$ cat src/sv/hrdp_pkg.sv
package hrdp_pkg;

    // field widths
    localparam int RES_W = 14;
    localparam int Z_W = 32;
    localparam int PHI_W = 32;
    localparam int SIN_W = 31;
    localparam int PIX_W = 30;

    // number formats
    localparam int MAX_RESOLUTION = 8192;
    localparam int FRAC_BITS = 30;
    localparam int TT_W = 32;          // quarter turns in [0,4), FRAC_BITS fraction bits
    localparam int ZA_W = 31;          // |z| up to one
    localparam int G_W = 32;           // cap radicand before scaling
    localparam int DIVIDEND_W = 62;
    localparam int Q_W = 32;           // quotient and root width
    localparam int DEF_STEPS = 2;      // digit steps per stage in divider and root

    localparam logic [31:0] TWO_OVER_PI = 32'hA2F9836E;
    localparam logic [ZA_W-1:0] ONE_Q = ZA_W'(1) << FRAC_BITS;

    typedef struct packed {
        logic [RES_W-1:0] n;
        logic [TT_W-1:0]  tt;
        logic [ZA_W-1:0]  za;
        logic             zneg;
        logic             zpos;
        logic             equ;
    } t_ctx;

    typedef struct packed {
        t_ctx           ctx;
        logic           use_div;
        logic [G_W-1:0] g_lin;
    } t_dtag;

    localparam int CTX_W = $bits(t_ctx);
    localparam int DTAG_W = $bits(t_dtag);

endpackage

$ cat src/sv/hrdp_sqrt.sv
module hrdp_sqrt #(
    parameter int STEPS_PER_STAGE = hrdp_pkg::DEF_STEPS,
    parameter int TAG_W = hrdp_pkg::CTX_W
) (
    input  logic                       i_clk,
    input  logic                       i_rst_n,
    input  logic                       i_en,
    input  logic                       i_valid,
    input  logic [2*hrdp_pkg::Q_W-1:0] i_radicand,
    input  logic [TAG_W-1:0]           i_tag,
    output logic                       o_valid,
    output logic [hrdp_pkg::Q_W-1:0]   o_root,
    output logic [TAG_W-1:0]           o_tag
);
    import hrdp_pkg::*;

    localparam int NSTG = Q_W / STEPS_PER_STAGE;
    localparam int REM_W = Q_W + 2;

    logic             r_v   [NSTG];
    logic [REM_W-1:0] r_rem [NSTG];
    logic [2*Q_W-1:0] r_rad [NSTG];
    logic [Q_W-1:0]   r_q   [NSTG];
    logic [TAG_W-1:0] r_tag [NSTG];

    for (genvar s = 0; s < NSTG; s++) begin : g_stg
        logic             a_v;
        logic [REM_W-1:0] a_rem, n_rem;
        logic [2*Q_W-1:0] a_rad, n_rad;
        logic [Q_W-1:0]   a_q, n_q;
        logic [TAG_W-1:0] a_tag;

        if (s == 0) begin : g_first
            assign a_v   = i_valid;
            assign a_rem = '0;
            assign a_rad = i_radicand;
            assign a_q   = '0;
            assign a_tag = i_tag;
        end else begin : g_next
            assign a_v   = r_v[s-1];
            assign a_rem = r_rem[s-1];
            assign a_rad = r_rad[s-1];
            assign a_q   = r_q[s-1];
            assign a_tag = r_tag[s-1];
        end

        // bring down two radicand bits, try root*4+1
        always_comb begin
            logic [REM_W+1:0] rem4;
            logic [REM_W+1:0] trial;
            n_rem = a_rem;
            n_rad = a_rad;
            n_q   = a_q;
            for (int k = 0; k < STEPS_PER_STAGE; k++) begin
                rem4  = {n_rem, n_rad[2*Q_W-1:2*Q_W-2]};
                n_rad = n_rad << 2;
                trial = (REM_W+2)'({n_q, 2'b01});
                if (rem4 >= trial) begin
                    n_rem = REM_W'(rem4 - trial);
                    n_q   = {n_q[Q_W-2:0], 1'b1};
                end else begin
                    n_rem = REM_W'(rem4);
                    n_q   = {n_q[Q_W-2:0], 1'b0};
                end
            end
        end

        always_ff @(posedge i_clk) begin
            if (!i_rst_n) begin
                r_v[s] <= 1'b0;
            end else if (i_en) begin
                r_v[s] <= a_v;
            end
        end

        always_ff @(posedge i_clk) begin
            if (i_en) begin
                r_rem[s] <= n_rem;
                r_rad[s] <= n_rad;
                r_q[s]   <= n_q;
                r_tag[s] <= a_tag;
            end
        end
    end

    assign o_valid = r_v[NSTG-1];
    assign o_root  = r_q[NSTG-1];
    assign o_tag   = r_tag[NSTG-1];

endmodule

$ cat config.mk
export PLATFORM = sky130hd
export DESIGN_NAME = hrdp_sqrt
export DESIGN_NICKNAME = d
export VERILOG_FILES = /design/src/sv/hrdp_pkg.sv /design/src/sv/hrdp_sqrt.sv
export SDC_FILE = /design/constraint.sdc
export NUM_CORES = 2
export LEC_CHECK = 0
export BUFFER_PORTS_ARGS = -buffer_cell sky130_fd_sc_hd__buf_2
export CAP_MARGIN = 40
export CORE_ASPECT_RATIO = 1.25
export CORE_MARGIN = 1.5
export CORE_UTILIZATION = 57
export DETAILED_ROUTE_END_ITERATION = 6
export PLACE_DENSITY = 0.76
export SLEW_MARGIN = 25
export SYNTH_ARGS = -nofsm -noshare
export SYNTH_HDL_FRONTEND = slang
export SYNTH_SLANG_ARGS = --single-unit
$ cat constraint.sdc
create_clock -name i_clk -period 5.6 [get_ports i_clk]
set_input_delay 0.56 -clock i_clk [delete_from_list [all_inputs] [get_ports i_clk]]
set_output_delay 0.56 -clock i_clk [all_outputs]
set_load 0.05 [all_outputs]
==> flow_summary.ini <==
[clock_tree]
clkSinkCount = 2535
cts-htree-levels = 4
cts_tree = yes
cts_made_buffers = 237
ctsLongestPathBuffers = 4
root_buffer = clkbuf_16
path_clk_slew_ns = 0.07
clock_latency_ns = 0.97

[grt]
grt_start_max_net_pins = 191
grt_pass1_vias = 86264
grt_pass1_wl_um = 493000
overflow = 0
grt_util_all_layers_pct = 30.4
antenna_found_initial = 20

[worst_setup_path]
critical_path_class = reg -> reg
endpoint_kind = flop
ff2ff_path_depth = 29
r2r_setup_slack_ns = -0.16
crit_required_ns = 6.20
r2r-start = r_rem[1][75]$_DFFE_PP_
rr_endpoint = r_rem[1][135]$_DFFE_PP_
critical_path.max_fanout = 8
slowest_stage = or4_4
worst-path-buf-inv = 8
arrival_ns = 6.36
crit_top_cell = buf_4
critPathTopFamily = compound AO/OA/AOI/OAI gates
cp-start-kind = flop
critPathMaxStageDelay_ns = 0.46

[yosys]
yosysWarnings = 0
synthCells = 9266
synth_edf_count = 2534
synth_ff_type = edfxtp_1
syn_area_per_cell_sq_um = 12.9
async_flop_share_pct = 0
syn-cell-area_sq_um = 119000
synth_cell_types = 101
ys_ff_latch = 2535
ys_seq_area_share_pct = 63.9

[worst_hold_path]
hp-class = in -> reg
min_path_cells = 2
hp-start = i_rst_n
min_to = r_v[1][0]$_DFF_P_

[sta]
period_share_pct = 103
fin_ws_ns = -0.159
finalHoldViolCount = 0
setup_violations = 9
fmax_ghz = 0.174
fin_crit_ns = 5.76
slew_headroom_pct = 32.2
skew_ns = 0.142
rsz0062_at_grt = true
slew_viol_final = 0
worstMarginPinSlew_ns = 1.02
setup_tns_ns = -0.489

[outcome]
status = finished with violations
violations = DRC, setup timing

[pwr]
power.leakage_nw = 60.3
finalPower_mw = 69.3
irDropWorstVdd_v = 0.000441
p_per_area_nw_per_um2 = 455

[flow_run]
drv_cap = 0

[drt]
dr_total_vias = 85159
ant_nets = 0
dr.pass1.iters = 7
wl_per_cell_um = 22.9
drc_errors = 37
routed_wl_um = 337000
drtIter0Drc = 7035
avgViaCountPerCell = 5.79

[floorplan]
die_x_um = 412
rows = 187
ios = 261
initial_utilization_pct = 57.4
die_y_um = 514
core_area_sq_um = 208000
die-area_sq_um = 212000

[cells_and_area]
nNetsFinal = 12474
layout_common_cells = edfxtp_1 (2534), buf_4 (1956), nand2_1 (672), nor2_1 (625), a21oi_1 (548)
synthToLayoutAreaGrowth_pct = 27.6
utilization_pct = 73.2
fin_cells = 14708
final_common_cell = edfxtp_1
final_area_sq_um = 152000
drive_gt1_share_pct = 28.1

[placement]
dp_cells = 13941
dpl_cell_area_sq_um = 138000
gp_congestion = 0.960
dp_hpwl_um = 224000
port_buffers = 260
[synthesized netlist by cell type, types with 20 or more instances]
library cell	instances	area, sq um
a2111oi_0	20	175
a211oi_1	59	443
a21boi_0	21	158
a21o_1	234	1760
a21oi_1	638	3190
a31o_2	20	175
a31oi_1	72	450
and2_1	51	319
and3_1	73	457
and4_1	29	254
buf_2	25	125
clkbuf_1	151	567
edfxtp_1	2534	76100
ha_1	558	6980
inv_1	477	1790
mux2_2	82	923
nand2_1	700	2630
nand2b_1	112	701
nand3_1	185	926
nand3b_1	24	180
nand4_1	145	907
nand4b_1	23	201
nor2_1	667	2500
nor2b_1	81	507
nor3_1	200	1000
nor3b_1	32	240
nor4_1	108	676
o2111ai_1	23	201
o211ai_1	54	405
o21a_1	82	616
o21ai_0	435	2180
o21bai_1	57	428
o31ai_1	48	360
or2_2	37	231
or3_1	69	432
or4_1	36	270
xnor2_1	467	4090
xor2_1	315	2760
[metal layers]
metal | part of all wire (%) | vias up | GRT usage [%] | routed length, um
met2 | 52 | 3183 | 55.2 | 174000
met3 | 5.4 | 1094 | 4.04 | 18000
met5 | 0.039 | - | 0 | 132
met4 | 7.3 | 20 | 18.2 | 24500
met1 | 36 | 41002 | 33.8 | 120000
li1 | - | 39860 | - | -
[worst max-delay path by stage]
stage | startpoint | to | slack, ns | depth (start not counted)
finish | r_rem[1][75]$_DFFE_PP_ | r_rem[1][135]$_DFFE_PP_ | -0.16 | 29
global route | r_q[1][72]$_DFFE_PP_ | r_rem[1][135]$_DFFE_PP_ | -0.33 | 30
CTS | r_q[1][65]$_DFFE_PP_ | r_rem[1][135]$_DFFE_PP_ | -0.07 | 27
detailed placement | r_rem[1][105]$_DFFE_PP_ | r_rem[1][165]$_DFFE_PP_ | -0.76 | 28
global placement | r_rem[1][105]$_DFFE_PP_ | r_rem[1][152]$_DFFE_PP_ | -0.65 | 28
floorplan | r_rem[1][105]$_DFFE_PP_ | r_rem[1][161]$_DFFE_PP_ | 0.007 | 25
[registers in the layout, summed over array words and instances (netlist names)]
name / count
r_rad: 480
r_rem: 487
r_q: 272
r_v: 16
r_tag: 1280
[cell families after synthesis]
group | synth area share, %
other cells | 0.00315
fa+ha+maj | 5.86
mux | 0.934
compound gates | 10.5
xor+xnor | 5.75
buf+inv | 2.17
flops | 63.9
simple gates | 11.0
[repair_timing]
item,CTS,global route
hold endpoints to repair,143,0
gates resized for setup,276,505
setup endpoints to repair,259,392
pin swaps,98,208
setup buffers,61,114
cloned,6,5
hold buffers,145,0
[report_power, final]
| group | internal, mW | switching, mW | leakage [nW] |
|---|---|---|---|
| Combinational | 12.8 | 14.6 | 31.9 |
| Sequential | 23.8 | 1.46 | 24.6 |
| Clock | 9.31 | 7.34 | 3.83 |
[area by class of cell]
type	instances	area, sq um
flip-flops and latches	2535	76100
fillers	13320	55700
multi-input cells	6054	43800
repair buffers	2454	19000
clock buffers	271	6120
well taps	2740	3430
inverters	486	1860
clock inverters	163	1740
diodes	5	12.5
[through the flow]
step / hold slack (ns) / worst slack, ns
after floorplan: 0.400 / 0.00730
after global placement: 0.400 / -0.646
after detailed placement: 0.405 / -0.757
after CTS: 0.0106 / -0.0688
after global routing: 0.0601 / -0.329
final: 0.0625 / -0.159
No activity file was read; power rests on OpenSTA's default activity.
