### config.mk
export PLATFORM = sky130hd
export DESIGN_NAME = hrdp_front
export DESIGN_NICKNAME = d
export VERILOG_FILES = /design/src/sv/hrdp_pkg.sv /design/src/sv/hrdp_front.sv
export SDC_FILE = /design/constraint.sdc
export NUM_CORES = 2
export LEC_CHECK = 0
export ABC_AREA = 1
export CORE_MARGIN = 2
export CORE_UTILIZATION = 60
export DETAILED_ROUTE_END_ITERATION = 10
export DONT_BUFFER_PORTS = 1
export PLACE_DENSITY_LB_ADDON = 0.15
export SLEW_MARGIN = 20
export SYNTH_ARGS = -nofsm -noshare
export SYNTH_HDL_FRONTEND = slang
export SYNTH_SLANG_ARGS = --single-unit
### constraint.sdc
create_clock -name i_clk -period 8.61 [get_ports i_clk]
set_input_delay 1.722 -clock i_clk [delete_from_list [all_inputs] [get_ports i_clk]]
set_output_delay 1.722 -clock i_clk [all_outputs]
set_load 0.02 [all_outputs]
### src/sv/hrdp_pkg.sv
package hrdp_pkg;

    // field widths
    localparam int RES_W = 14;
    localparam int Z_W = 32;
    localparam int PHI_W = 32;
    localparam int SIN_W = 31;
    localparam int PIX_W = 30;

    // number formats
    localparam int MAX_RESOLUTION = 8192;
    localparam int FRAC_BITS = 30;
    localparam int TT_W = 32;          // quarter turns in [0,4), FRAC_BITS fraction bits
    localparam int ZA_W = 31;          // |z| up to one
    localparam int G_W = 32;           // cap radicand before scaling
    localparam int DIVIDEND_W = 62;
    localparam int Q_W = 32;           // quotient and root width
    localparam int DEF_STEPS = 2;      // digit steps per stage in divider and root

    localparam logic [31:0] TWO_OVER_PI = 32'hA2F9836E;
    localparam logic [ZA_W-1:0] ONE_Q = ZA_W'(1) << FRAC_BITS;

    typedef struct packed {
        logic [RES_W-1:0] n;
        logic [TT_W-1:0]  tt;
        logic [ZA_W-1:0]  za;
        logic             zneg;
        logic             zpos;
        logic             equ;
    } t_ctx;

    typedef struct packed {
        t_ctx           ctx;
        logic           use_div;
        logic [G_W-1:0] g_lin;
    } t_dtag;

    localparam int CTX_W = $bits(t_ctx);
    localparam int DTAG_W = $bits(t_dtag);

endpackage

### src/sv/hrdp_front.sv
module hrdp_front (
    input  logic                           i_clk,
    input  logic                           i_rst_n,
    input  logic                           i_en,
    input  logic                           i_valid,
    input  logic [hrdp_pkg::RES_W-1:0]     i_resolution,
    input  logic signed [hrdp_pkg::Z_W-1:0]   i_cos_colatitude,
    input  logic signed [hrdp_pkg::PHI_W-1:0] i_azimuth,
    input  logic [hrdp_pkg::SIN_W-1:0]     i_sin_colatitude,
    input  logic                           i_sin_valid,
    output logic                           o_valid,
    output logic [hrdp_pkg::DIVIDEND_W-1:0] o_dividend,
    output logic [hrdp_pkg::Q_W-1:0]       o_divisor,
    output hrdp_pkg::t_dtag                o_tag
);
    import hrdp_pkg::*;

    // stage 1: sanitize inputs
    logic [31:0]      zraw, za32, praw, pm;
    logic             zneg, pneg;
    logic [RES_W-1:0] n_n;
    logic [ZA_W-1:0]  n_za;
    logic [SIN_W-1:0] n_sth;

    assign zraw = i_cos_colatitude;
    assign praw = i_azimuth;
    assign zneg = zraw[31];
    assign pneg = praw[31];
    assign za32 = zneg ? (32'd0 - zraw) : zraw;
    assign pm   = pneg ? (32'd0 - praw) : praw;

    always_comb begin
        if (i_resolution == '0) begin
            n_n = RES_W'(1);
        end else if (i_resolution > RES_W'(MAX_RESOLUTION)) begin
            n_n = RES_W'(MAX_RESOLUTION);
        end else begin
            n_n = i_resolution;
        end
        n_za  = (za32 > 32'(ONE_Q)) ? ONE_Q : za32[ZA_W-1:0];
        n_sth = (i_sin_colatitude > SIN_W'(ONE_Q)) ? SIN_W'(ONE_Q) : i_sin_colatitude;
    end

    logic             r1_v, r1_zneg, r1_zpos, r1_pneg, r1_sv;
    logic [RES_W-1:0] r1_n;
    logic [ZA_W-1:0]  r1_za;
    logic [SIN_W-1:0] r1_sth;
    logic [31:0]      r1_pm;

    // stage 2: products and region tests
    logic             r2_v, r2_zneg, r2_zpos, r2_pneg, r2_equ, r2_use_div;
    logic [RES_W-1:0] r2_n;
    logic [ZA_W-1:0]  r2_za;
    logic [63:0]      r2_prod;
    logic [61:0]      r2_sq;
    logic [G_W-1:0]   r2_glin;
    logic [Q_W-1:0]   r2_divisor;

    // stage 3: reduce phi, form dividend
    logic [61:0]      rr, rn;
    logic             r3_v;
    t_dtag            r3_tag;
    logic [DIVIDEND_W-1:0] r3_dividend;
    logic [Q_W-1:0]   r3_divisor;

    assign rr = r2_prod[61:0];
    assign rn = r2_pneg ? (62'd0 - rr) : rr;

    // advance valid bits
    always_ff @(posedge i_clk) begin
        if (!i_rst_n) begin
            r1_v <= 1'b0;
            r2_v <= 1'b0;
            r3_v <= 1'b0;
        end else if (i_en) begin
            r1_v <= i_valid;
            r2_v <= r1_v;
            r3_v <= r2_v;
        end
    end

    // advance payload
    always_ff @(posedge i_clk) begin
        if (i_en) begin
            r1_n    <= n_n;
            r1_za   <= n_za;
            r1_zneg <= zneg;
            r1_zpos <= !zneg && (zraw != 32'd0);
            r1_sth  <= n_sth;
            r1_pm   <= pm;
            r1_pneg <= pneg;
            r1_sv   <= i_sin_valid;

            r2_n       <= r1_n;
            r2_za      <= r1_za;
            r2_zneg    <= r1_zneg;
            r2_zpos    <= r1_zpos;
            r2_pneg    <= r1_pneg;
            r2_prod    <= 64'(r1_pm) * 64'(TWO_OVER_PI);
            r2_sq      <= 62'(r1_sth) * 62'(r1_sth);
            r2_equ     <= (33'(r1_za) * 33'd3) <= (33'd1 << 31);
            r2_use_div <= r1_sv && ((38'(r1_za) * 38'd100) >= (38'd99 << FRAC_BITS));
            r2_glin    <= 32'(ONE_Q - r1_za) * 32'd3;
            r2_divisor <= 32'(ONE_Q) + 32'(r1_za);

            r3_tag.ctx.n    <= r2_n;
            r3_tag.ctx.tt   <= rn[61:FRAC_BITS];
            r3_tag.ctx.za   <= r2_za;
            r3_tag.ctx.zneg <= r2_zneg;
            r3_tag.ctx.zpos <= r2_zpos;
            r3_tag.ctx.equ  <= r2_equ;
            r3_tag.use_div  <= r2_use_div;
            r3_tag.g_lin    <= r2_glin;
            r3_dividend     <= r2_sq * 62'd3;
            r3_divisor      <= r2_divisor;
        end
    end

    assign o_valid    = r3_v;
    assign o_dividend = r3_dividend;
    assign o_divisor  = r3_divisor;
    assign o_tag      = r3_tag;

endmodule

==> impl_summary.md <==
Final layout
In the final layout, the share of cells above drive strength 1 is 2.187%. The final net count is 10870. The multi-input logic area is between 50000 and 60000 um2. The layout-stage area growth over the synthesis result is 4.810%.

The number of fill cells in the layout is ~11000. The repair_antennas step left the layout with diodes totalling 0. The sequential cells in the finished layout cover a total of 14770 um2.

Place
The number of port buffers is 0. The half-perimeter wire length after detailed placement is 176.3 mm. The congestion estimate from routability-driven global placement came to 0.9947.

Critical path
The launching point of the worst reg2reg path is r1_sth[12]. The largest individual stage delay along the critical path comes from the cell sky130_fd_sc_hd__edfxtp_1. The cell seen most often among critical-path stages is sky130_fd_sc_hd__fa_1.

STA classifies the critical path startpoint as a register. For this run, the slowest stage of the critical path takes 1.07 ns. The endpoint arrival time on the critical path is approximately 8.4 ns. Data on the critical path is required at its endpoint by 9.06 ns. The worst setup path is captured at a register. The path type of the worst setup path is reg -> reg. The number of cells on the critical path is 24. Measured in cells, the most critical reg-to-reg path has a length of 24. The source of the critical timing path is r1_sth[12]. Traced cell by cell, the critical path runs through nand2_1 -> fa_1 -> inv_1 -> fa_1 -> fa_1 -> inv_1 -> fa_1 -> inv_1 -> fa_1 -> inv_1 -> fa_1 -> inv_1 -> fa_1 -> fa_1 -> ha_1 -> nand2_1 -> nor2_1 -> inv_1 -> o21ai_0 -> a31oi_1 -> o21ai_0 -> nand3_1 -> nand3_1 -> nand2_1. The maximum fanout encountered on the critical timing path is 22. On the critical path the largest part of the delay comes from adder cells.

The combined buffer and inverter count along the critical path is 6.

STA
After layout, the worst path uses a little over 90% of the clock period. The total setup violations reported at the end of the flow is 0. In the final timing run, aggregate negative setup slack is 0 ns.

The minimum clock period after layout is 7.986 ns. Setup repair after global routing left no endpoint under its margin. The number of hold-slack violations in the final timing report came to 0. The worst slew margin relative to its limit is 21.55%. Derived from the worst setup path, the maximum achievable clock frequency is 125.2 MHz. Across the routed clock network, the largest skew measured is 0.06898 ns.

The transition time of the tightest slew-check pin is 1.177 ns. The worst hold margin is 0.3844 ns. The number of pins exceeding their max-slew limit in the final report is 0.

Synth
Among all flip-flop cells after synthesis, the most frequent one is sky130_fd_sc_hd__edfxtp_1. The area fraction of the dominant cell type after synthesis is 31.85%. The number of distinct library cells after synthesis is 53. The largest family of logic cells by synthesized area is adder cells.

The portion of synthesized area spent on multiplexers is 0%. Sorting the synthesized cells by area gives the leading types as sky130_fd_sc_hd__fa_1, sky130_fd_sc_hd__edfxtp_1, sky130_fd_sc_hd__ha_1, sky130_fd_sc_hd__inv_1, sky130_fd_sc_hd__nand2_1. The proportion of register bits with asynchronous set or reset after synthesis is 0%. sky130_fd_sc_hd__fa_1 takes more of the synthesized area than any other cell. Synthesis produced 8719 cells. The share of the synthesized area in compound gates (AO/OA/AOI/OAI) is 5.740%. The net count after synthesis is approximately 11000. sky130_fd_sc_hd__inv_1 is the most common cell in the netlist. The post-synthesis register bit count is 493. In the synthesized netlist, the cells that appear most often are sky130_fd_sc_hd__inv_1, sky130_fd_sc_hd__nand2_1, sky130_fd_sc_hd__fa_1. Of the total synthesized cell area, the portion taken by full adders, half adders and majority gates is 45.55%. The sequential share of the synthesized area is 19.20%.

The total standard cell area after synthesis is 76940 um2. The post-synthesis xor/xnor area fraction is 3.677%. The mean instance size in the synthesized netlist is 8.825 um2.

Yosys printed 0 warnings. In this run, synthesis inferred 490 flip-flops with an integrated enable. The basic-gate share of the synthesized area counting and, or, nand and nor cells is 13.36%.

CTS
The number of gates resized after CTS is 0. The post-CTS setup buffer count is 0. The number of hold-repair buffers added at the cts stage is 0. No sink is reached through more buffers than the 3 on the longest clock path. The clock reaches the later pin of the worst-skew pair after 0.68 ns. Clock tree synthesis selected as its root buffer the cell sky130_fd_sc_hd__clkbuf_16. In this run, CTS created clock tree buffers numbering 54. The level count of the clock H-tree is 2. TritonCTS built the clock tree. The sink count of the clock tree is just under 500. Clock-pin slew was measured on the worst setup and hold paths at 0.06 ns.

Floorplanning
The starting utilization of the core area is roughly 60%. The area of the die is 131100 um2. The floorplan has 131 rows. During I/O placement, the number of pins put on the boundary was 322.

The placeable core region is 127400 um2. The die is 362.1 um tall. The floorplan step set the die width to 362.1 um.

Routing
The detailed router finished its first iteration with slightly below 4000 violations. Dividing the detail-routed wire length by the instance count gives between 15 and 20 um. After detailed routing, the wire length on met1 is 84.07 mm. After detailed routing, the total wire length is approximately 200 mm. The number of antenna-violating nets in the routed design is 0.

The detailed-routed wire length on met3 is 13.05 mm. The overall via count from detail_route is approximately 56000. The routed length on met2 is 99.04 mm. The remaining design rule violation count is 0. Before antenna repair, the detailed router went through 8 iterations. The detailed router used layers up to and including met5. Dividing the detail-routed via count by the number of cells gives 5.388.

GRT
The first global-routing pass estimated 328.1 mm of wire. The all-layer global routing usage is 32.39%. The initial antenna violation count is 2. Entering global routing, the biggest net connects slightly below 500 pins. The number of global-route vias before repair was around 59000. For this run the aggregate overflow at the end of global routing stands at 0.

Outcome
The run finished with clean final reports.

Min path
The min-delay analysis places its worst path in the category reg -> reg. The number of stages on the worst hold path is 0. The startpoint identified for the worst hold timing path is r2_za[1].

Flow run
The tool flagged a number of max-cap violations equal to 0.
## sequential cells by signal (all words and copies together), names as in the netlist, 14 cells and up
| name | cells |
|---|---|
| r1_sth | 31 |
| r1_pm | 32 |
| r2_prod | 61 |
| r1_n | 14 |
| o_dividend | 61 |
| r1_za | 31 |
| r2_sq | 61 |
| r2_glin | 31 |
| r2_n | 14 |
| o_tag | 112 |
| r2_za | 31 |
## per-layer routing
layer	global-route usage [%]	up-vias
met5	0	-
met4	11.50	2
met3	5.001	433
met2	54.71	1839
met1	42.54	27280
li1	-	26450
## worst paths after layout
path,end,slack [ns]
hold reg to reg,o_tag[37],0.38
hold / removal,o_tag[37],0.38
setup reg to reg,r2_sq[54],0.62
setup / recovery,r2_sq[54],0.62
## layout make-up
cell class,instances,area share (%)
inverter,2367,11.02
clock buffer,65,1.752
multi-input combinational,5709,65.20
sequential,493,18.32
timing repair buffer,66,0.6702
clock inverter,33,0.4577
tap,1662,2.579
## worst reg2reg max path: stages, from the launching register on
cell	delay [ns]
sky130_fd_sc_hd__edfxtp_1	1.07
sky130_fd_sc_hd__nand2_1	0.18
sky130_fd_sc_hd__fa_1	0.59
sky130_fd_sc_hd__inv_1	0.08
sky130_fd_sc_hd__fa_1	0.42
sky130_fd_sc_hd__fa_1	0.55
sky130_fd_sc_hd__inv_1	0.06
sky130_fd_sc_hd__fa_1	0.50
sky130_fd_sc_hd__inv_1	0.06
sky130_fd_sc_hd__fa_1	0.51
sky130_fd_sc_hd__inv_1	0.06
sky130_fd_sc_hd__fa_1	0.53
sky130_fd_sc_hd__inv_1	0.05
sky130_fd_sc_hd__fa_1	0.49
sky130_fd_sc_hd__fa_1	0.43
sky130_fd_sc_hd__ha_1	0.41
sky130_fd_sc_hd__nand2_1	0.13
sky130_fd_sc_hd__nor2_1	0.27
sky130_fd_sc_hd__inv_1	0.10
sky130_fd_sc_hd__o21ai_0	0.23
sky130_fd_sc_hd__a31oi_1	0.11
sky130_fd_sc_hd__o21ai_0	0.49
sky130_fd_sc_hd__nand3_1	0.26
sky130_fd_sc_hd__nand3_1	0.13
sky130_fd_sc_hd__nand2_1	0.06
## per-stage QoR
step / cell area [um2] / instances / util, % / setup WS [ns]
floorplan: 76940 / 8719 / - / 1.761
global placement: 78850 / 10300 / 61.91 / 0.7209
detailed placement: 78850 / 10300 / 61.91 / 0.7186
CTS: 80630 / 10390 / 63.31 / 0.6926
global route: 80640 / 10400 / 63.32 / 0.3569
finish: 80640 / 10400 / 63.32 / 0.6244
## cells by family after synthesis
logic type,Yosys count
other,1
flip-flops,493
buffers and inverters,2517
AO/OA/AOI/OAI,788
AND/OR/NAND/NOR,2530
adder cells (fa/ha/maj),2067
XOR/XNOR,323
## placed cells by master (no fill, tap or decap), drive strengths merged, types with 103 or more instances in the layout
master and n:
inv 2370, nand2 1490, fa 1224, ha 843
nor2 634, edfxtp 490, a21oi 368, o21ai 229
xor2 220, nand3 209, xnor2 103
Power is left out: the tool's default activity adds up to more than one toggle a clock period on the data nets, which glitch-free logic cannot reach.
